--- src/design/urkf_pkg.sv ---
// ============================================================================
// urkf_pkg
// Shared widths, codes, reset values and types of the ultrasonic range filter.
// ============================================================================
package urkf_pkg;

    localparam int PW_W       = 16;
    localparam int DIST_W     = 25;
    localparam int STATUS_W   = 2;
    localparam int COV_W      = 32;
    localparam int CM_W       = 9;
    localparam int CFG_IDX_W  = 3;
    localparam int CFG_DATA_W = 32;
    localparam int FRAC_W     = 16;
    localparam int GAIN_W     = FRAC_W + 1;

    // Result status codes.
    localparam logic [STATUS_W-1:0] STATUS_OK      = 2'd0;
    localparam logic [STATUS_W-1:0] STATUS_TIMEOUT = 2'd1;
    localparam logic [STATUS_W-1:0] STATUS_RANGE   = 2'd2;

    // Configuration register indexes.
    localparam logic [CFG_IDX_W-1:0] REG_PROCESS_NOISE     = 3'd0;
    localparam logic [CFG_IDX_W-1:0] REG_MEASUREMENT_NOISE = 3'd1;
    localparam logic [CFG_IDX_W-1:0] REG_INITIAL_ERROR     = 3'd2;
    localparam logic [CFG_IDX_W-1:0] REG_INITIAL_ESTIMATE  = 3'd3;
    localparam logic [CFG_IDX_W-1:0] REG_TIMEOUT_US        = 3'd4;
    localparam logic [CFG_IDX_W-1:0] REG_MIN_CM            = 3'd5;
    localparam logic [CFG_IDX_W-1:0] REG_MAX_CM            = 3'd6;

    // Configuration reset values.
    localparam logic [COV_W-1:0]  RST_PROCESS_NOISE     = 32'd6554;
    localparam logic [COV_W-1:0]  RST_MEASUREMENT_NOISE = 32'd6554;
    localparam logic [COV_W-1:0]  RST_INITIAL_ERROR     = 32'd65536;
    localparam logic [DIST_W-1:0] RST_INITIAL_ESTIMATE  = 25'd0;
    localparam logic [PW_W-1:0]   RST_TIMEOUT_US        = 16'd26000;
    localparam logic [CM_W-1:0]   RST_MIN_CM            = 9'd2;
    localparam logic [CM_W-1:0]   RST_MAX_CM            = 9'd400;

    // Sound travels one centimetre out and back in 58 us.
    localparam int US_PER_CM   = 58;
    localparam int HALF_US     = US_PER_CM / 2;
    // pw * 2^16 / 58 equals pw * 2^15 / 29; the reciprocal of 29 is scaled by 2^36.
    localparam int RECIP_SHIFT = 21;
    localparam logic [31:0] RECIP_HALF_US = 32'((64'd1 << 36) / 64'(HALF_US));
    localparam int QUO_W       = PW_W + 32 - RECIP_SHIFT;

    localparam int QUEUE_DEPTH_DEF = 2;

    typedef struct packed {
        logic [DIST_W-1:0]   meas;
        logic [STATUS_W-1:0] status;
    } urkf_item_t;

    typedef struct packed {
        logic [PW_W-1:0] timeout_us;
        logic [CM_W-1:0] min_cm;
        logic [CM_W-1:0] max_cm;
    } urkf_gate_cfg_t;

    typedef struct packed {
        logic [COV_W-1:0]  process_noise;
        logic [COV_W-1:0]  measurement_noise;
        logic [COV_W-1:0]  initial_error;
        logic [DIST_W-1:0] initial_estimate;
    } urkf_filt_cfg_t;

endpackage

--- src/design/urkf_if.sv ---
// ============================================================================
// urkf_if
// Channel interfaces of the range filter: echo input, result output, config.
// ============================================================================
interface urkf_echo_if;
    logic                        valid;
    logic                        ready;
    logic [urkf_pkg::PW_W-1:0]   pulse_width;

    modport source (output valid, output pulse_width, input ready);
    modport sink   (input valid, input pulse_width, output ready);
endinterface

interface urkf_result_if;
    logic                          valid;
    logic                          ready;
    logic [urkf_pkg::DIST_W-1:0]   distance;
    logic [urkf_pkg::STATUS_W-1:0] status;

    modport source (output valid, output distance, output status, input ready);
    modport sink   (input valid, input distance, input status, output ready);
endinterface

interface urkf_cfg_if;
    logic                            valid;
    logic                            ready;
    logic [urkf_pkg::CFG_IDX_W-1:0]  index;
    logic [urkf_pkg::CFG_DATA_W-1:0] data;

    modport source (output valid, output index, output data, input ready);
    modport sink   (input valid, input index, input data, output ready);
endinterface

--- src/design/urkf_front.sv ---
// ============================================================================
// urkf_front
// Accepts echo widths, classifies them and converts them to centimetres.
// ============================================================================
module urkf_front (
    input  logic                     clk,
    input  logic                     rst_n,
    urkf_echo_if.sink                echo,
    input  urkf_pkg::urkf_gate_cfg_t gate_cfg,
    output logic                     item_valid,
    input  logic                     item_ready,
    output urkf_pkg::urkf_item_t     item
);
    import urkf_pkg::*;

    localparam int NUM_W = PW_W + FRAC_W - 1;

    logic                s1_valid_reg;
    logic [PW_W-1:0]     s1_pw_reg;
    logic [STATUS_W-1:0] s1_status_reg;
    logic                s2_valid_reg;
    logic [PW_W-1:0]     s2_pw_reg;
    logic [STATUS_W-1:0] s2_status_reg;
    logic [QUO_W-1:0]    s2_quo_reg;

    logic                s1_free;
    logic                s2_free;
    logic [PW_W-1:0]     min_us;
    logic [PW_W-1:0]     max_us;
    logic [STATUS_W-1:0] in_status;
    logic [PW_W+31:0]    recip_prod;
    logic [NUM_W-1:0]    num;
    logic [NUM_W-1:0]    quo_x;
    logic [NUM_W-1:0]    rem;
    logic [QUO_W-1:0]    meas_full;

    assign s2_free    = !s2_valid_reg || item_ready;
    assign s1_free    = !s1_valid_reg || s2_free;
    assign echo.ready = s1_free;

    // Bounds in microseconds keep the range test exact.
    assign min_us = PW_W'(gate_cfg.min_cm) * PW_W'(US_PER_CM);
    assign max_us = PW_W'(gate_cfg.max_cm) * PW_W'(US_PER_CM);

    always_comb
    begin
        if (echo.pulse_width == '0 || echo.pulse_width > gate_cfg.timeout_us)
        begin
            in_status = STATUS_TIMEOUT;
        end
        else if (echo.pulse_width < min_us || echo.pulse_width > max_us)
        begin
            in_status = STATUS_RANGE;
        end
        else
        begin
            in_status = STATUS_OK;
        end
    end

    // The reciprocal estimate is the true quotient or one below it.
    assign recip_prod = {32'b0, s1_pw_reg} * {{PW_W{1'b0}}, RECIP_HALF_US};

    assign num       = {s2_pw_reg, {(FRAC_W-1){1'b0}}};
    assign quo_x     = NUM_W'(s2_quo_reg) * NUM_W'(HALF_US);
    assign rem       = num - quo_x;
    assign meas_full = s2_quo_reg + QUO_W'(rem >= NUM_W'(HALF_US));

    assign item_valid  = s2_valid_reg;
    assign item.meas   = meas_full[DIST_W-1:0];
    assign item.status = s2_status_reg;

    always_ff @(posedge clk or negedge rst_n)
    begin
        if (!rst_n)
        begin
            s1_valid_reg <= 1'b0;
            s2_valid_reg <= 1'b0;
        end
        else
        begin
            if (s1_free)
            begin
                s1_valid_reg <= echo.valid;
            end
            if (s2_free)
            begin
                s2_valid_reg <= s1_valid_reg;
            end
        end
    end

    always_ff @(posedge clk)
    begin
        if (s1_free && echo.valid)
        begin
            s1_pw_reg     <= echo.pulse_width;
            s1_status_reg <= in_status;
        end
        if (s2_free && s1_valid_reg)
        begin
            s2_pw_reg     <= s1_pw_reg;
            s2_status_reg <= s1_status_reg;
            s2_quo_reg    <= recip_prod[RECIP_SHIFT +: QUO_W];
        end
    end

endmodule

--- src/design/urkf_queue.sv ---
// ============================================================================
// urkf_queue
// Short queue of classified items between the front and the filter core.
// ============================================================================
module urkf_queue #(
    parameter int DEPTH = urkf_pkg::QUEUE_DEPTH_DEF
) (
    input  logic                            clk,
    input  logic                            rst_n,
    input  logic                            push_valid,
    output logic                            push_ready,
    input  urkf_pkg::urkf_item_t            push_item,
    output logic                            pop_valid,
    input  logic                            pop_ready,
    output urkf_pkg::urkf_item_t            pop_item,
    output logic [$clog2(DEPTH+1)-1:0]      level
);
    import urkf_pkg::*;

    localparam int PTR_W = (DEPTH > 1) ? $clog2(DEPTH) : 1;
    localparam int CNT_W = $clog2(DEPTH+1);

    urkf_item_t         mem_reg [DEPTH];
    logic [PTR_W-1:0]   wr_ptr_reg;
    logic [PTR_W-1:0]   rd_ptr_reg;
    logic [CNT_W-1:0]   count_reg;
    logic [PTR_W-1:0]   wr_ptr_next;
    logic [PTR_W-1:0]   rd_ptr_next;
    logic [CNT_W-1:0]   count_next;
    logic               push;
    logic               pop;

    assign push_ready = count_reg != CNT_W'(DEPTH);
    assign pop_valid  = count_reg != '0;
    assign pop_item   = mem_reg[rd_ptr_reg];
    assign level      = count_reg;
    assign push       = push_valid && push_ready;
    assign pop        = pop_valid && pop_ready;

    always_comb
    begin
        wr_ptr_next = wr_ptr_reg;
        rd_ptr_next = rd_ptr_reg;
        count_next  = count_reg;
        if (push)
        begin
            wr_ptr_next = (wr_ptr_reg == PTR_W'(DEPTH-1)) ? '0 : wr_ptr_reg + 1'b1;
        end
        if (pop)
        begin
            rd_ptr_next = (rd_ptr_reg == PTR_W'(DEPTH-1)) ? '0 : rd_ptr_reg + 1'b1;
        end
        if (push && !pop)
        begin
            count_next = count_reg + 1'b1;
        end
        else if (pop && !push)
        begin
            count_next = count_reg - 1'b1;
        end
    end

    always_ff @(posedge clk or negedge rst_n)
    begin
        if (!rst_n)
        begin
            wr_ptr_reg <= '0;
            rd_ptr_reg <= '0;
            count_reg  <= '0;
        end
        else
        begin
            wr_ptr_reg <= wr_ptr_next;
            rd_ptr_reg <= rd_ptr_next;
            count_reg  <= count_next;
        end
    end

    always_ff @(posedge clk)
    begin
        if (push)
        begin
            mem_reg[wr_ptr_reg] <= push_item;
        end
    end

endmodule

--- src/design/urkf_back.sv ---
// ============================================================================
// urkf_back
// Filter core: runs one scalar Kalman update per accepted measurement.
// ============================================================================
module urkf_back (
    input  logic                     clk,
    input  logic                     rst_n,
    input  urkf_pkg::urkf_filt_cfg_t filt_cfg,
    input  logic                     item_valid,
    output logic                     item_ready,
    input  urkf_pkg::urkf_item_t     item,
    urkf_result_if.source            result
);
    import urkf_pkg::*;

    localparam logic [2:0] ST_INIT = 3'd0;
    localparam logic [2:0] ST_IDLE = 3'd1;
    localparam logic [2:0] ST_SUM  = 3'd2;
    localparam logic [2:0] ST_PREP = 3'd3;
    localparam logic [2:0] ST_DIV  = 3'd4;
    localparam logic [2:0] ST_MUL  = 3'd5;
    localparam logic [2:0] ST_UPD  = 3'd6;

    localparam int DEN_W  = COV_W + 1;
    localparam int CNT_W  = $clog2(GAIN_W);
    localparam int PX_W   = GAIN_W + DIST_W;
    localparam int PP_W   = GAIN_W + COV_W;
    localparam logic [GAIN_W-1:0] ONE_Q = GAIN_W'(1) << FRAC_W;

    logic [2:0]          state_reg, state_next;
    logic                out_valid_reg, out_valid_next;
    logic [DIST_W-1:0]   out_dist_reg, out_dist_next;
    logic [STATUS_W-1:0] out_status_reg, out_status_next;
    logic [DIST_W-1:0]   est_reg, est_next;
    logic [COV_W-1:0]    cov_reg, cov_next;
    logic [DIST_W-1:0]   meas_reg, meas_next;
    logic [COV_W-1:0]    psat_reg, psat_next;
    logic [DEN_W-1:0]    denom_reg, denom_next;
    logic [DEN_W-1:0]    rem_reg, rem_next;
    logic [GAIN_W-1:0]   quo_reg, quo_next;
    logic                feed_reg, feed_next;
    logic [CNT_W-1:0]    cnt_reg, cnt_next;
    logic                up_reg, up_next;
    logic [PX_W-1:0]     prod_x_reg, prod_x_next;
    logic [PP_W-1:0]     prod_p_reg, prod_p_next;

    logic                out_free;
    logic [DEN_W-1:0]    psum;
    logic [DEN_W-1:0]    denom;
    logic [DEN_W:0]      trial;
    logic                take;
    logic [DIST_W-1:0]   diff;
    logic [DIST_W:0]     step;
    logic [DIST_W:0]     est_upd;

    assign out_free        = !out_valid_reg || result.ready;
    assign item_ready      = (state_reg == ST_IDLE) && out_free;
    assign result.valid    = out_valid_reg;
    assign result.distance = out_dist_reg;
    assign result.status   = out_status_reg;

    assign psum  = {1'b0, cov_reg} + {1'b0, filt_cfg.process_noise};
    assign denom = {1'b0, psat_reg} + {1'b0, filt_cfg.measurement_noise};
    assign trial = {rem_reg, feed_reg};
    assign take  = trial >= {1'b0, denom_reg};
    assign diff  = (meas_reg >= est_reg) ? meas_reg - est_reg : est_reg - meas_reg;
    assign step  = prod_x_reg[FRAC_W +: DIST_W+1];
    assign est_upd = up_reg ? {1'b0, est_reg} + step : {1'b0, est_reg} - step;

    always_comb
    begin
        state_next      = state_reg;
        out_valid_next  = out_valid_reg;
        out_dist_next   = out_dist_reg;
        out_status_next = out_status_reg;
        est_next        = est_reg;
        cov_next        = cov_reg;
        meas_next       = meas_reg;
        psat_next       = psat_reg;
        denom_next      = denom_reg;
        rem_next        = rem_reg;
        quo_next        = quo_reg;
        feed_next       = feed_reg;
        cnt_next        = cnt_reg;
        up_next         = up_reg;
        prod_x_next     = prod_x_reg;
        prod_p_next     = prod_p_reg;

        if (result.valid && result.ready)
        begin
            out_valid_next = 1'b0;
        end

        unique case (state_reg)
            ST_INIT:
            begin
                est_next   = filt_cfg.initial_estimate;
                cov_next   = filt_cfg.initial_error;
                state_next = ST_IDLE;
            end
            ST_IDLE:
            begin
                if (item_valid && item_ready)
                begin
                    if (item.status != STATUS_OK)
                    begin
                        out_valid_next  = 1'b1;
                        out_dist_next   = '0;
                        out_status_next = item.status;
                    end
                    else
                    begin
                        meas_next  = item.meas;
                        state_next = ST_SUM;
                    end
                end
            end
            ST_SUM:
            begin
                psat_next  = psum[COV_W] ? '1 : psum[COV_W-1:0];
                state_next = ST_PREP;
            end
            ST_PREP:
            begin
                // The gain is below two to the seventeenth, so the first
                // remainder already holds all but the last seventeen bits.
                denom_next = denom;
                rem_next   = {2'b0, psat_reg[COV_W-1:1]};
                feed_next  = psat_reg[0];
                quo_next   = '0;
                cnt_next   = CNT_W'(GAIN_W-1);
                state_next = (denom == '0) ? ST_MUL : ST_DIV;
            end
            ST_DIV:
            begin
                rem_next  = take ? DEN_W'(trial - {1'b0, denom_reg}) : trial[DEN_W-1:0];
                quo_next  = {quo_reg[GAIN_W-2:0], take};
                feed_next = 1'b0;
                cnt_next  = cnt_reg - 1'b1;
                if (cnt_reg == '0)
                begin
                    state_next = ST_MUL;
                end
            end
            ST_MUL:
            begin
                up_next     = meas_reg >= est_reg;
                prod_x_next = PX_W'(quo_reg) * PX_W'(diff);
                prod_p_next = PP_W'(psat_reg) * PP_W'(ONE_Q - quo_reg);
                state_next  = ST_UPD;
            end
            ST_UPD:
            begin
                if (out_free)
                begin
                    est_next        = est_upd[DIST_W-1:0];
                    cov_next        = prod_p_reg[FRAC_W +: COV_W];
                    out_valid_next  = 1'b1;
                    out_dist_next   = est_upd[DIST_W-1:0];
                    out_status_next = STATUS_OK;
                    state_next      = ST_IDLE;
                end
            end
            default:
            begin
                state_next = ST_IDLE;
            end
        endcase
    end

    always_ff @(posedge clk or negedge rst_n)
    begin
        if (!rst_n)
        begin
            state_reg     <= ST_INIT;
            out_valid_reg <= 1'b0;
        end
        else
        begin
            state_reg     <= state_next;
            out_valid_reg <= out_valid_next;
        end
    end

    always_ff @(posedge clk)
    begin
        out_dist_reg   <= out_dist_next;
        out_status_reg <= out_status_next;
        est_reg        <= est_next;
        cov_reg        <= cov_next;
        meas_reg       <= meas_next;
        psat_reg       <= psat_next;
        denom_reg      <= denom_next;
        rem_reg        <= rem_next;
        quo_reg        <= quo_next;
        feed_reg       <= feed_next;
        cnt_reg        <= cnt_next;
        up_reg         <= up_next;
        prod_x_reg     <= prod_x_next;
        prod_p_reg     <= prod_p_next;
    end

endmodule

--- src/design/ultrasonic_range_kalman_filter_top.sv ---
// ============================================================================
// ultrasonic_range_kalman_filter_top
// Echo width to filtered distance: gating front, item queue, Kalman core.
// ============================================================================
// Path: an accepted echo goes through front stages s1 and s2, the queue and
// core states IDLE, SUM, PREP, DIV, MUL and UPD; a rejected one ends in IDLE.
// The core takes no new echo until its update is out, bound by the serial gain
// divider (17 steps); rejected echoes pass one per cycle if output is free.
// Reset: registers take their reset values; the filter state is loaded from
// the initial registers in the first cycle after reset.
module ultrasonic_range_kalman_filter_top #(
    parameter int QUEUE_DEPTH = urkf_pkg::QUEUE_DEPTH_DEF
) (
    input  logic          clk,
    input  logic          rst_n,
    urkf_echo_if.sink     echo,
    urkf_result_if.source result,
    urkf_cfg_if.sink      cfg
);
    import urkf_pkg::*;

    localparam int LEVEL_W = $clog2(QUEUE_DEPTH+1);

    logic [COV_W-1:0]  process_noise_reg;
    logic [COV_W-1:0]  measurement_noise_reg;
    logic [COV_W-1:0]  initial_error_reg;
    logic [DIST_W-1:0] initial_estimate_reg;
    logic [PW_W-1:0]   timeout_us_reg;
    logic [CM_W-1:0]   min_cm_reg;
    logic [CM_W-1:0]   max_cm_reg;

    urkf_gate_cfg_t    gate_cfg;
    urkf_filt_cfg_t    filt_cfg;
    logic              f_valid;
    logic              f_ready;
    urkf_item_t        f_item;
    logic              q_valid;
    logic              q_ready;
    urkf_item_t        q_item;
    logic [LEVEL_W-1:0] q_level;

    assign cfg.ready = 1'b1;

    always_ff @(posedge clk or negedge rst_n)
    begin
        if (!rst_n)
        begin
            process_noise_reg     <= RST_PROCESS_NOISE;
            measurement_noise_reg <= RST_MEASUREMENT_NOISE;
            initial_error_reg     <= RST_INITIAL_ERROR;
            initial_estimate_reg  <= RST_INITIAL_ESTIMATE;
            timeout_us_reg        <= RST_TIMEOUT_US;
            min_cm_reg            <= RST_MIN_CM;
            max_cm_reg            <= RST_MAX_CM;
        end
        else if (cfg.valid && cfg.ready)
        begin
            unique case (cfg.index)
                REG_PROCESS_NOISE:     process_noise_reg     <= cfg.data;
                REG_MEASUREMENT_NOISE: measurement_noise_reg <= cfg.data;
                REG_INITIAL_ERROR:     initial_error_reg     <= cfg.data;
                REG_INITIAL_ESTIMATE:  initial_estimate_reg  <= cfg.data[DIST_W-1:0];
                REG_TIMEOUT_US:        timeout_us_reg        <= cfg.data[PW_W-1:0];
                REG_MIN_CM:            min_cm_reg            <= cfg.data[CM_W-1:0];
                REG_MAX_CM:            max_cm_reg            <= cfg.data[CM_W-1:0];
                default:
                begin
                end
            endcase
        end
    end

    assign gate_cfg.timeout_us         = timeout_us_reg;
    assign gate_cfg.min_cm             = min_cm_reg;
    assign gate_cfg.max_cm             = max_cm_reg;
    assign filt_cfg.process_noise      = process_noise_reg;
    assign filt_cfg.measurement_noise  = measurement_noise_reg;
    assign filt_cfg.initial_error      = initial_error_reg;
    assign filt_cfg.initial_estimate   = initial_estimate_reg;

    urkf_front u_front (
        .clk        (clk),
        .rst_n      (rst_n),
        .echo       (echo),
        .gate_cfg   (gate_cfg),
        .item_valid (f_valid),
        .item_ready (f_ready),
        .item       (f_item)
    );

    urkf_queue #(
        .DEPTH (QUEUE_DEPTH)
    ) u_queue (
        .clk        (clk),
        .rst_n      (rst_n),
        .push_valid (f_valid),
        .push_ready (f_ready),
        .push_item  (f_item),
        .pop_valid  (q_valid),
        .pop_ready  (q_ready),
        .pop_item   (q_item),
        .level      (q_level)
    );

    urkf_back u_back (
        .clk        (clk),
        .rst_n      (rst_n),
        .filt_cfg   (filt_cfg),
        .item_valid (q_valid),
        .item_ready (q_ready),
        .item       (q_item),
        .result     (result)
    );

    // A rejected echo always reports a zero distance.
    a_reject_zero: assert property (@(posedge clk) disable iff (!rst_n)
        result.valid && result.status != STATUS_OK |-> result.distance == '0)
        else $error("rejected result with nonzero distance");

    // The queue never holds more items than it has entries.
    a_queue_level: assert property (@(posedge clk) disable iff (!rst_n)
        q_level <= LEVEL_W'(QUEUE_DEPTH))
        else $error("queue level above depth");

    // An item the queue cannot take stays in the front unchanged.
    a_front_hold: assert property (@(posedge clk) disable iff (!rst_n)
        f_valid && !f_ready |=> f_valid && $stable(f_item))
        else $error("front item lost while queue full");

endmodule

--- src/flat_wrapper.sv ---
// flat-port wrapper written by rule: the top's interface ports become plain ports
module ultrasonic_range_kalman_filter_top_flat import urkf_pkg::*;
#(
    parameter int QUEUE_DEPTH = urkf_pkg::QUEUE_DEPTH_DEF
)
  (clk, rst_n, echo_valid, echo_pulse_width, echo_ready, result_valid, result_distance, result_status, result_ready, cfg_valid, cfg_index, cfg_data, cfg_ready);
  urkf_echo_if echo_i ();
  urkf_result_if result_i ();
  urkf_cfg_if cfg_i ();
  input  logic clk;
  input  logic rst_n;
  input wire logic [$bits(echo_i.valid)-1:0] echo_valid;
  input wire logic [$bits(echo_i.pulse_width)-1:0] echo_pulse_width;
  output wire logic [$bits(echo_i.ready)-1:0] echo_ready;
  output wire logic [$bits(result_i.valid)-1:0] result_valid;
  output wire logic [$bits(result_i.distance)-1:0] result_distance;
  output wire logic [$bits(result_i.status)-1:0] result_status;
  input wire logic [$bits(result_i.ready)-1:0] result_ready;
  input wire logic [$bits(cfg_i.valid)-1:0] cfg_valid;
  input wire logic [$bits(cfg_i.index)-1:0] cfg_index;
  input wire logic [$bits(cfg_i.data)-1:0] cfg_data;
  output wire logic [$bits(cfg_i.ready)-1:0] cfg_ready;
  assign echo_i.valid = echo_valid;
  assign echo_i.pulse_width = echo_pulse_width;
  assign echo_ready = echo_i.ready;
  assign result_valid = result_i.valid;
  assign result_distance = result_i.distance;
  assign result_status = result_i.status;
  assign result_i.ready = result_ready;
  assign cfg_i.valid = cfg_valid;
  assign cfg_i.index = cfg_index;
  assign cfg_i.data = cfg_data;
  assign cfg_ready = cfg_i.ready;
  ultrasonic_range_kalman_filter_top #(.QUEUE_DEPTH(QUEUE_DEPTH)) u_core (.clk(clk), .rst_n(rst_n), .echo(echo_i), .result(result_i), .cfg(cfg_i));
endmodule
--- config.mk ---
export PLATFORM = sky130hd
export DESIGN_NAME = ultrasonic_range_kalman_filter_top_flat
export DESIGN_NICKNAME = d
export VERILOG_FILES = /design/src/design/urkf_pkg.sv /design/src/design/urkf_if.sv /design/src/design/urkf_front.sv /design/src/design/urkf_queue.sv /design/src/design/urkf_back.sv /design/src/design/ultrasonic_range_kalman_filter_top.sv /design/src/flat_wrapper.sv
export SDC_FILE = /design/constraint.sdc
export NUM_CORES = 2
export LEC_CHECK = 0
export ABC_AREA = 1
export BUFFER_PORTS_ARGS = -buffer_cell sky130_fd_sc_hd__clkbuf_2
export CAP_MARGIN = 20
export CORE_MARGIN = 3
export CORE_UTILIZATION = 55
export CTS_BUF_LIST = sky130_fd_sc_hd__clkbuf_16
export DETAILED_ROUTE_END_ITERATION = 12
export PLACE_DENSITY = 0.72
export SYNTH_ARGS = -nofsm -noshare
export SYNTH_HDL_FRONTEND = slang
export SYNTH_SLANG_ARGS = --single-unit
export TNS_END_PERCENT = 1
--- constraint.sdc ---
create_clock -name clk -period 18 [get_ports clk]
set_input_delay 4.5 -clock clk [delete_from_list [all_inputs] [get_ports clk]]
set_output_delay 4.5 -clock clk [all_outputs]
set_load 0.02 [all_outputs]
==> reports/qor.log <==
[run_status] run status finished clean
[clock_network] TritonCTS clock tree yes
[layout] area of the multi-input gates 52400 µm²
[logic_synthesis] top cell type by total area after synthesis fa_1
[clock_network] # clock sinks 570
[die] die height 381 µm
[die] core footprint 140000 µm²
[global_route] met1 layer usage reported by global route 44.4%
[global_route] number of global-route vias before repair 64878
[routing] drt wl/cell 22.9 µm
[routing] DRC marker count from the first detailed-route iteration 5416
[clock_network] deepest level of the CTS H-tree 3
[routing] Total Routed Length 254000 µm
[layout] sequential cell area in the final layout 16300 µm²
[place] Buffers on Ports 84
[timing] post-route worst hold slack 0.447 ns
[routing] remaining antenna violation count after routing 0
[logic_synthesis] combined area of all synthesized cells 77400 µm²
[layout] Synth-to-Final Area Change 6.37%
[logic_synthesis] count of yosys warnings during synthesis 0
[routing] per-cell via count in the routed design 5.63
[global_route] global route hottest layer met2
[logic_synthesis] Post-Syn Area per Cell 8.42 µm²
[global_route] overflow left after global routing 0
[setup_path] startpoint type of the worst setup path flop
[setup_path] maximum cell stage delay along the critical path 0.97 ns
[timing] clock skew after layout 0.0415 ns
[logic_synthesis] most frequent cell after synthesis inv_1
[logic_synthesis] Primary FF master, synth edfxtp_1
[clock_network] library cell used as clock root buffer clkbuf_16
[timing] unrepaired setup endpoints after global routing false
[place] half-perimeter wire length after detailed placement 205000 µm
[global_route] first-pass GRT wire length 387000 µm
[logic_synthesis] Mapped Nets 11082
[layout] proportion of layout cells with a drive suffix above 1 4.67%
[logic_synthesis] Synth Register Bits 570
[timing] number of hold-slack violations in the final timing report 0
[logic_synthesis] FFs w/ async S/R, synth 28.9%
[layout] final-layout fill cell count 12637
[timing] max-slew violation total from the final report 0
[die] floorplan die area 145000 µm²
[layout] number of flip-flops in the largest register 54
[setup_path] classification of the worst setup path flop to flop
[logic_synthesis] sequential-to-total area share from yosys stat 21.1%
[setup_path] Critical Path Most Common Cell fa_1
[timing] worst slew margin relative to its limit 26.6%
[setup_path] critical path's top delay family adder cells
[clock_network] Clk Latency, worst-skew pair 0.71 ns
[timing] Fmax 106 MHz
[logic_synthesis] number of synthesized flops with an enable pin 405
[logic_synthesis] Syn Inst Count 9194
[layout] non-filler instance count after layout 11130
[logic_synthesis] share of the synthesized area in the top cell type 27.8%
[clock_network] number of hold buffers added after cts 0
[clock_network] number of buffers created by CTS 71
[global_route] M3 GR Usage 6.57%
[setup_path] worst endpoint data arrival time 9.89 ns
[die] Starting Density 55.4%
[clock_network] quantity of gates resized following cts 0
[setup_path] Critical Path Sink Type flop
[die] I/O pin count 86
[die] Die W 381 µm
[routing] number of iterations in the first detailed-routing pass 6
[routing] total DRC errors in the routed layout 0
[global_route] number of antenna violations at the first check in global routing 12
[clock_network] clock-pin transition on the worst setup and hold timing paths 0.06 ns
[job] max-cap violations 0
[setup_path] maximum fanout count along the critical path 21
[global_route] pin count of the biggest net entering global routing 91
[logic_synthesis] number of library cell types mapped by synthesis 68
[routing] via count of the routed design 62635
[die] number of core rows 137
[global_route] met2 layer usage reported by global route 55.8%
[layout] total number of nets in the final design 11081
[setup_path] required time worst endpoint 18.42 ns
[place] dpl cells 10992
[setup_path] crit path max-delay cell type edfxtp_1
[timing] min cycle time layout 9.48 ns
[timing] sum of negative setup slack 0 ns
[clock_network] buffers inserted by post-CTS timing repair 0
[clock_network] Bufs on Longest Clock Path 3
[setup_path] Worst Path Buf+Inv 6
[timing] slew of the pin with the lowest slew margin 1.10 ns
[timing] ratio of final minimum period to clock period 52.6%
[logic_synthesis] main area contributors after synthesis fa_1 28%, edfxtp_1 16%, ha_1 12%, inv_1 9.8%, nand2_1 9.2%
[place] gp weighted congestion 1.01
[global_route] combined global-route utilization of all metal layers 35.4%
[logic_synthesis] commonest cells in the netlist 2011 x inv_1, 1901 x nand2_1, 1076 x fa_1
[hold_path] worst hold path class flop to flop
[timing] final setup violating endpoints 0
[worst paths after layout]
| kind | endpoint | slack, ns | cells past startpoint | from |
|---|---|---|---|---|
| max | u_core.u_back.prod_p_reg[43]$_DFFE_PN_ | 8.52 | 26 | u_core.u_back.quo_reg[3]$_SDFFCE_PP0P_ |
| min | u_core.u_queue.mem_reg[0][1]$_DFFE_PP_ | 0.45 | 0 | u_core.u_front.s2_status_reg[1]$_DFFE_PP_ |
| max reg2reg | u_core.u_back.prod_p_reg[43]$_DFFE_PN_ | 8.52 | 26 | u_core.u_back.quo_reg[3]$_SDFFCE_PP0P_ |
| min reg2reg | u_core.u_queue.mem_reg[0][1]$_DFFE_PP_ | 0.45 | 0 | u_core.u_front.s2_status_reg[1]$_DFFE_PP_ |
| max in group asynchronous | u_core.process_noise_reg[18]$_DFFE_PN0P_ | 12.54 | 2 | rst_n |
| min in group asynchronous | u_core.timeout_us_reg[12]$_DFFE_PN0P_ | 3.90 | 1 | rst_n |
[routing by layer]
layer | vias to the layer above | part of all wire [%]
li1 | 28380 | -
met1 | 30828 | 39
met2 | 2645 | 45
met3 | 778 | 7.8
met4 | 4 | 8.4
met5 | - | 0.011
[logic make-up after synthesis]
| group | Yosys count | synth area share, % |
|---|---|---|
| mux | 27 | 0.390 |
| compound gates | 1132 | 8.08 |
| buf+inv | 2280 | 11.3 |
| other cells | 1 | 0.00484 |
| flops | 570 | 21.1 |
| xor+xnor | 268 | 3.08 |
| fa+ha+maj | 1832 | 40.0 |
| simple gates | 3084 | 16.0 |
[cells in the final DEF, fill, tap and decap left out, types with 65 or more instances in the layout]
cell and instances:
inv_1 2022, nor3_1 65, clkbuf_16 72, nor2_1 756
xor2_1 173, clkbuf_2 83, buf_4 75, fa_1 1076
a21oi_1 453, xnor2_1 92, nand3_1 186, dfrtp_1 140
o21ai_0 435, edfxtp_1 405, ha_1 756, nand2_1 1896
[worst reg2reg max path, stage by stage, from the launching register on]
cell	delay [ns]
edfxtp_1	0.97
clkinv_1	0.61
nand4_1	0.31
nor2_1	0.08
nand2_1	0.12
nand2_1	0.46
inv_1	0.96
nand2_1	0.18
fa_1	0.53
inv_1	0.05
fa_1	0.52
inv_1	0.05
fa_1	0.48
fa_1	0.54
fa_1	0.51
inv_1	0.05
fa_1	0.48
ha_1	0.43
nand2_1	0.15
nor2_1	0.13
inv_1	0.08
nor2_1	0.18
nand3_1	0.09
o21ai_0	0.63
nand2_1	0.20
o21ai_0	0.28
xor2_1	0.11
[through the flow]
step	utilization, %	cell area (µm²)	setup WS (ns)
final	58.9	82300	8.52
after floorplan	-	77400	10.13
after detailed placement	57.1	79800	8.82
after global routing	58.9	82300	8.27
after global placement	57.1	79700	8.94
after CTS	58.9	82200	8.75
[area by class of cell]
type | instances | share of cell area (%)
diodes | 3 | 0.00912
multi-input cells | 6344 | 63.7
repair buffers | 164 | 1.34
inverters | 2042 | 9.32
clock inverters | 59 | 0.810
well taps | 1876 | 2.85
clock buffers | 72 | 2.19
flip-flops and latches | 570 | 19.8
Power is not shown: default switching activity piles up to over one toggle a cycle in this logic, so the estimate is an artifact.
